### config.mk
export PLATFORM = sky130hd
export DESIGN_NAME = cgvs_step
export DESIGN_NICKNAME = d
export VERILOG_FILES = /design/src/sv/cgvs_pkg.sv /design/src/sv/cgvs_step.sv
export SDC_FILE = /design/constraint.sdc
export NUM_CORES = 1
export LEC_CHECK = 0
export BUFFER_PORTS_ARGS = -buffer_cell sky130_fd_sc_hd__buf_4
export CORE_MARGIN = 10
export CORE_UTILIZATION = 29
export DETAILED_ROUTE_END_ITERATION = 10
export GPL_TIMING_DRIVEN = 0
export PLACE_DENSITY = 0.49
export SLEW_MARGIN = 20
export SYNTH_ARGS = -nofsm -noshare
export SYNTH_HDL_FRONTEND = slang
export SYNTH_SLANG_ARGS = --single-unit
export TNS_END_PERCENT = 1
### constraint.sdc
create_clock -name vclk -period 19
set_clock_uncertainty 0.2 [all_clocks]
set_input_delay 4.75 -clock vclk [all_inputs]
set_output_delay 4.75 -clock vclk [all_outputs]
set_load 0.03 [all_outputs]
### src/sv/cgvs_pkg.sv
// Package for the chunked growth vector store unit.
// Holds store geometry, field widths, reset values, status, action and config index codes and the step decision struct.
// No dependencies.
`default_nettype none
package cgvs_pkg;

  localparam int DEPTH     = 256;
  localparam int WORD_BITS = 32;
  localparam int ADDR_W    = $clog2(DEPTH);

  localparam int ACT_W  = 2;
  localparam int IDX_W  = 8;
  localparam int VAL_W  = 32;
  localparam int STAT_W = 3;
  localparam int CNT_W  = 9;
  localparam int CFG_W  = 9;

  localparam logic [CNT_W:0] DEPTH_C = (CNT_W + 1)'(DEPTH);

  localparam logic [CFG_W-1:0] ORIG_CAP_RST = CFG_W'(16);
  localparam logic [CFG_W-1:0] BLOCK_RST    = CFG_W'(8);

  typedef enum logic [STAT_W-1:0] {
    ST_OK        = 3'd0,
    ST_NULL      = 3'd1,
    ST_BOUNDS    = 3'd2,
    ST_OVERFLOW  = 3'd3,
    ST_ALLOC     = 3'd4,
    ST_UNDERFLOW = 3'd5
  } status_t;

  typedef enum logic [ACT_W-1:0] {
    ACT_GET    = 2'd0,
    ACT_SET    = 2'd1,
    ACT_APPEND = 2'd2,
    ACT_REMOVE = 2'd3
  } action_t;

  typedef enum logic [0:0] {
    CFG_ORIG_CAP = 1'b0,
    CFG_BLOCK    = 1'b1
  } cfg_idx_t;

  typedef struct packed {
    status_t           status;
    logic [CNT_W-1:0]  cnt_nxt;
    logic [CNT_W-1:0]  cap_nxt;
    logic              we;
    logic [ADDR_W-1:0] waddr;
    logic [ADDR_W-1:0] raddr;
    logic              rd_use;
  } decision_t;

endpackage
`default_nettype wire

### src/sv/cgvs_step.sv
// Per-item decision logic: status, next count and capacity, store access.
// Depends on cgvs_pkg.
`default_nettype none
module cgvs_step (
  input  wire logic [cgvs_pkg::ACT_W-1:0] action,
  input  wire logic [cgvs_pkg::IDX_W-1:0] index,
  input  wire logic [cgvs_pkg::VAL_W-1:0] value,
  input  wire logic [cgvs_pkg::CNT_W-1:0] count,
  input  wire logic [cgvs_pkg::CNT_W-1:0] cap,
  input  wire logic [cgvs_pkg::CFG_W-1:0] orig_cap,
  input  wire logic [cgvs_pkg::CFG_W-1:0] blk,
  output cgvs_pkg::decision_t             dec
);

  logic                       word_zero;
  logic                       in_bounds;
  logic                       full;
  logic [cgvs_pkg::CNT_W:0]   grow_sum;
  logic                       grow_bad;
  logic [cgvs_pkg::CNT_W-1:0] cnt_dec;
  logic [cgvs_pkg::CNT_W:0]   gap;
  logic [cgvs_pkg::CNT_W:0]   two_blk;
  logic [cgvs_pkg::CNT_W:0]   cap_less;
  logic                       shrink;
  logic [cgvs_pkg::CNT_W-1:0] cap_grown;

  assign word_zero = (value[cgvs_pkg::WORD_BITS-1:0] == '0);
  assign in_bounds = ({1'b0, index} < count);
  assign full      = (count >= cap);
  assign grow_sum  = {1'b0, cap} + {1'b0, blk};
  assign grow_bad  = (grow_sum > cgvs_pkg::DEPTH_C);
  assign cap_grown = full ? grow_sum[cgvs_pkg::CNT_W-1:0] : cap;
  assign cnt_dec   = count - cgvs_pkg::CNT_W'(1);
  assign gap       = {1'b0, cap} - {1'b0, cnt_dec};
  assign two_blk   = {blk, 1'b0};
  assign cap_less  = {1'b0, cap} - {1'b0, blk};
  assign shrink    = (gap == two_blk) && ((blk > cap) || (cap_less >= {1'b0, orig_cap}));

  always_comb begin
    dec         = '0;
    dec.status  = cgvs_pkg::ST_OK;
    dec.cnt_nxt = count;
    dec.cap_nxt = cap;
    dec.waddr   = count[cgvs_pkg::ADDR_W-1:0];
    dec.raddr   = index[cgvs_pkg::ADDR_W-1:0];
    case (cgvs_pkg::action_t'(action))
      cgvs_pkg::ACT_GET: begin
        if (!in_bounds) dec.status = cgvs_pkg::ST_BOUNDS;
        else dec.rd_use = 1'b1;
      end
      cgvs_pkg::ACT_SET: begin
        dec.waddr = index[cgvs_pkg::ADDR_W-1:0];
        if (word_zero) dec.status = cgvs_pkg::ST_NULL;
        else if (!in_bounds) dec.status = cgvs_pkg::ST_BOUNDS;
        else dec.we = 1'b1;
      end
      cgvs_pkg::ACT_APPEND: begin
        if (word_zero) dec.status = cgvs_pkg::ST_NULL;
        else if (full && blk == '0) dec.status = cgvs_pkg::ST_OVERFLOW;
        else if (full && grow_bad) dec.status = cgvs_pkg::ST_ALLOC;
        else if ({1'b0, count} >= cgvs_pkg::DEPTH_C) begin
          dec.status  = cgvs_pkg::ST_ALLOC;
          dec.cap_nxt = cap_grown;
        end else begin
          dec.we      = 1'b1;
          dec.cnt_nxt = count + cgvs_pkg::CNT_W'(1);
          dec.cap_nxt = cap_grown;
        end
      end
      cgvs_pkg::ACT_REMOVE: begin
        dec.raddr = cnt_dec[cgvs_pkg::ADDR_W-1:0];
        if (count == '0) dec.status = cgvs_pkg::ST_UNDERFLOW;
        else begin
          dec.rd_use  = 1'b1;
          dec.cnt_nxt = cnt_dec;
          if (shrink) dec.cap_nxt = cap_less[cgvs_pkg::CNT_W-1:0];
        end
      end
      default: dec.status = cgvs_pkg::ST_OK;
    endcase
  end

endmodule
`default_nettype wire
# == Yosys cells after proc, flatten, opt, wreduce, memory -nomap -nowiden ==
# Cells that the tools add are included.
# word_totals
ff_bits,0
latch_bits,0
ramBits,0
rom_bits,0
out_inout_bits,39
elab_cells,47
memories,0
# op_classes
add_sub_neg,5
multipliers,0
n_div,0
n_lt_le_gt_ge,6
n_eq_ne,4
shifts,0
muxes,24
bitwise,0
reduce_logical,8
# op_table
op,count
$mux 19,3
$pmux 18 s2,1
$logic_not 32->1,1
$mux 9,3
$sub 9x9->10,2
$logic_not 9->1,2
$mux 18,1
$mux 3,6
$mux 8,2
$pmux 3 s4,1
$add 9x9->10,1
$eq 10x10->1,1
$ge 10x9->1,1
$gt 10x9->1 const B,1
$add 9x1->9 const B,1
$ge 9x9->1,1
$ge 9x9->1 const B,1
$gt 9x9->1,1
$lt 8x9->1,1
$sub 9x1->9 const B,1
$eq 2x2->1 const B,2
$mux 1,4
$pmux 1 s2,2
$logic_and 1x1->1,3
other kinds (4),4

# == Logic depth before layout (Yosys ltp) ==
# depth
word_depth,7
depth_mapped,20
depth_no_buf,19

# == Worst setup path before layout ==
# No wires, ideal clock.
# synth_timing
path_type,input to output
startpoint,in count[0] (netlist bit)
endpoint,out dec[20] (netlist bit)
t_arrival_ns,8.797
path_slack_ns,5.253
cell_stages,17
n_path_buf,2
path_cell_list,clkbuf_1 > inv_1 > ha_1 > or2b_1 > and2_1 > ha_1 > a21oi_1 > nand2_1 > xnor3_1 > or4_1 > a311oi_2 > o2111ai_2 > nor4b_4 > nand2_2 > and2_4 > buf_6 > a221o_1
# synth_lines
item,line,text
"start, declared",cgvs_step.sv:8,"input wire logic [cgvs_pkg::CNT_W-1:0] count,"
"end, declared",cgvs_step.sv:12,output cgvs_pkg::decision_t dec

==> run_summary.xml <==
<?xml version="1.0" encoding="UTF-8"?>
<metrics>
  <group name="cells_and_area">
    <metric name="syn2layout_area_growth" unit="%">30.3</metric>
    <metric name="final_common_cell" unit="">buf_4</metric>
    <metric name="number_of_flip_flops_and_latches" unit="">0</metric>
    <metric name="final_cell_mix" unit="">120 x buf_4, 55 x ha_1, 49 x inv_1</metric>
    <metric name="drive_above_1_share" unit="%">24.8</metric>
    <metric name="antennaDiodeCount" unit="">0</metric>
    <metric name="final-seq-area" unit="um2">0</metric>
    <metric name="clock_buf_count" unit="">0</metric>
    <metric name="nets" unit="">762</metric>
  </group>
  <group name="grt">
    <metric name="grt_use_total" unit="%">15.3</metric>
    <metric name="vias_in_the_first_global_route" unit="">4182</metric>
    <metric name="wire_length_of_the_first_global_routing_pass" unit="um">22500</metric>
    <metric name="grt_antenna_before_repair" unit="">0</metric>
    <metric name="maximum_number_of_pins_on_one_net_before_global_route_repair" unit="">11</metric>
    <metric name="grt-ovfl-total" unit="">0</metric>
  </group>
  <group name="critical_path">
    <metric name="critical_path_peak_fanout" unit="">9</metric>
    <metric name="slowest_stage" unit="">nor4_1</metric>
    <metric name="cp.required" unit="ps">14050</metric>
    <metric name="crit_path_cell_trace" unit="">buf_4, clkbuf_1, inv_1, ha_1, or2b_1, and2_1, ha_1, a21oi_1, a211oi_1, nor4_1, and4b_1, a221oi_2, o2111ai_2, nor4b_4, nand2_2, and2_4, buf_6, a221o_1, buf_4</metric>
    <metric name="endpoint_kind" unit="">output pin</metric>
    <metric name="critPathArrivalTime" unit="ps">9700</metric>
    <metric name="timing.critical_path.from_type" unit="">input port</metric>
    <metric name="timing.critical_path.slowest_cell_delay" unit="ps">590</metric>
    <metric name="setup.worst_path.class" unit="">in -&gt; out</metric>
  </group>
  <group name="placed_design">
    <metric name="routabilityCongestion" unit="">0.838</metric>
    <metric name="dp_slack" unit="ps">4390</metric>
    <metric name="portBuffers" unit="">117</metric>
    <metric name="dp.final_hpwl" unit="um">12100</metric>
  </group>
  <group name="min_path">
    <metric name="worstHoldEndpoint" unit="">dec[9]</metric>
    <metric name="worstHoldStart" unit="">index[0]</metric>
    <metric name="holdPathStages" unit="">4</metric>
    <metric name="hold_path_class" unit="">in -&gt; out</metric>
  </group>
  <group name="floorplan">
    <metric name="rows" unit="">40</metric>
    <metric name="die_area" unit="um2">17300</metric>
    <metric name="initial_core_util" unit="%">29.8</metric>
    <metric name="design.portCount" unit="">117</metric>
    <metric name="die_width" unit="um">131</metric>
    <metric name="die-height" unit="um">131</metric>
    <metric name="floorplan.core_area" unit="um2">12100</metric>
  </group>
  <group name="clocking">
    <metric name="ctsHoldBuffers" unit="">0</metric>
    <metric name="post_cts.repair.setup_buffers" unit="">0</metric>
    <metric name="cts-resized-gates" unit="">0</metric>
  </group>
  <group name="sta">
    <metric name="final_min_period_over_clock_period" unit="%">77.1</metric>
    <metric name="period_needed" unit="ps">14650</metric>
    <metric name="setup_repair_after_global_routing_missed_its_margin" unit="">no</metric>
    <metric name="timing_hold_violations_final" unit="">0</metric>
    <metric name="tightest_slew" unit="ps">786</metric>
    <metric name="layout_setup_ws" unit="ps">4350</metric>
    <metric name="final-max-slew-violation-count" unit="">0</metric>
    <metric name="maxSlewHeadroom" unit="%">47.3</metric>
    <metric name="fmaxAchievable" unit="MHz">68.3</metric>
    <metric name="setup-tns-final" unit="ps">0</metric>
    <metric name="whs" unit="ps">9650</metric>
    <metric name="setup_violations" unit="">0</metric>
  </group>
  <group name="logic_synthesis">
    <metric name="syn_nets" unit="">643</metric>
    <metric name="synthesis.yosys.warnings" unit="">0</metric>
    <metric name="netlist_area_pre_place" unit="um2">3600</metric>
    <metric name="seq_area_frac_synth" unit="%">0</metric>
    <metric name="post_synth_inst_count" unit="">507</metric>
    <metric name="yosys.cell_types.count" unit="">79</metric>
    <metric name="synthesis.area_per_instance" unit="um2">7.10</metric>
  </group>
  <group name="detailed_routing">
    <metric name="detail_route.vias_per_cell" unit="">5.25</metric>
    <metric name="totalWireLength" unit="um">14000</metric>
    <metric name="detail_route.iter0.violations" unit="">238</metric>
    <metric name="detailroute.via_count" unit="">4156</metric>
    <metric name="drt_pass1_iterations" unit="">5</metric>
    <metric name="drc" unit="">0</metric>
    <metric name="routedWlPerCell" unit="um">17.7</metric>
    <metric name="antenna_left" unit="">0</metric>
  </group>
  <group name="power_and_ir_drop">
    <metric name="total_power" unit="mW">0.149</metric>
    <metric name="power_density" unit="nW/um2">31.8</metric>
    <metric name="power_leakage" unit="nW">2.26</metric>
    <metric name="ir_drop" unit="uV">14.3</metric>
  </group>
  <group name="flow_run">
    <metric name="maxCapViolations" unit="">0</metric>
  </group>
  <group name="outcome">
    <metric name="status" unit="">complete, no violations</metric>
  </group>
</metrics>
==> synthesized netlist by cell type (all sizes together) (5+ instances only) <==
library cell / number / area, um2
a211oi: 8 / 60.1
a21o: 11 / 82.6
a21oi: 35 / 179
a221o: 8 / 80.1
and2: 5 / 33.8
buf: 12 / 86.3
clkbuf: 14 / 53.8
ha: 55 / 688
inv: 49 / 184
mux2: 6 / 67.6
mux2i: 8 / 80.1
nand2: 42 / 160
nand2b: 7 / 43.8
nand3: 9 / 45.0
nand4: 7 / 43.8
nor2: 42 / 160
nor2b: 11 / 68.8
nor3: 11 / 60.1
nor4: 14 / 103
o211ai: 6 / 45.0
o21a: 5 / 37.5
o21ai: 34 / 170
o31ai: 5 / 42.5
xnor2: 22 / 200
xor2: 6 / 52.6
==> metal layers <==
layer	vias up	global-route usage (%)	share of wire [%]
met5	-	0	0
met4	0	0.927	0.71
met3	4	1.64	5.1
met2	133	26.7	48
met1	1921	20.4	46
li1	2098	-	-
==> report_power, final <==
part	internal, mW	total, mW	switching [mW]
clock network	0	0	0
logic	0.0629	0.149	0.0860
registers	0	0	0
==> layout make-up <==
type	count	area, um2
Fill cell	1285	7370
Buffer	26	140
Multi-Input combinational cell	432	3270
Inverter	49	184
Tap cell	168	210
Timing Repair Buffer	117	878
==> cells by family after synthesis <==
family / share of synthesized area [%]
XOR/XNOR: 8.90
multiplexers: 4.10
adder cells (fa/ha/maj): 21.1
AO/OA/AOI/OAI: 30.6
AND/OR/NAND/NOR: 26.3
buffers and inverters: 9.01
==> worst max-delay path by stage <==
stage                     startpoint  endpoint  slack, ps  depth (start not counted)
after CTS                   count[0]   dec[20]       4360                         19
final                       count[0]   dec[20]       4350                         19
after floorplan             count[0]   dec[20]       5250                         17
after detailed placement    count[0]   dec[20]       4390                         19
after global routing        count[0]   dec[20]       4070                         19
after global placement      count[0]   dec[20]       4390                         19
==> stage by stage <==
| step | instances | utilization (%) | cell area [um2] |
|---|---|---|---|
| after floorplan | 507 | - | 3600 |
| after global placement | 792 | 38.9 | 4690 |
| after detailed placement | 792 | 38.9 | 4690 |
| after CTS | 792 | 38.9 | 4690 |
| after global routing | 792 | 38.9 | 4690 |
| final | 792 | 38.9 | 4690 |
==> critical path: cells and delay by family <==
kind / cells / cell delay, ps
fa+ha+maj: 2 / 650
buf+inv: 5 / 1130
simple gates: 7 / 2010
compound gates: 5 / 1160
No activity file was read; power rests on OpenSTA's default activity.
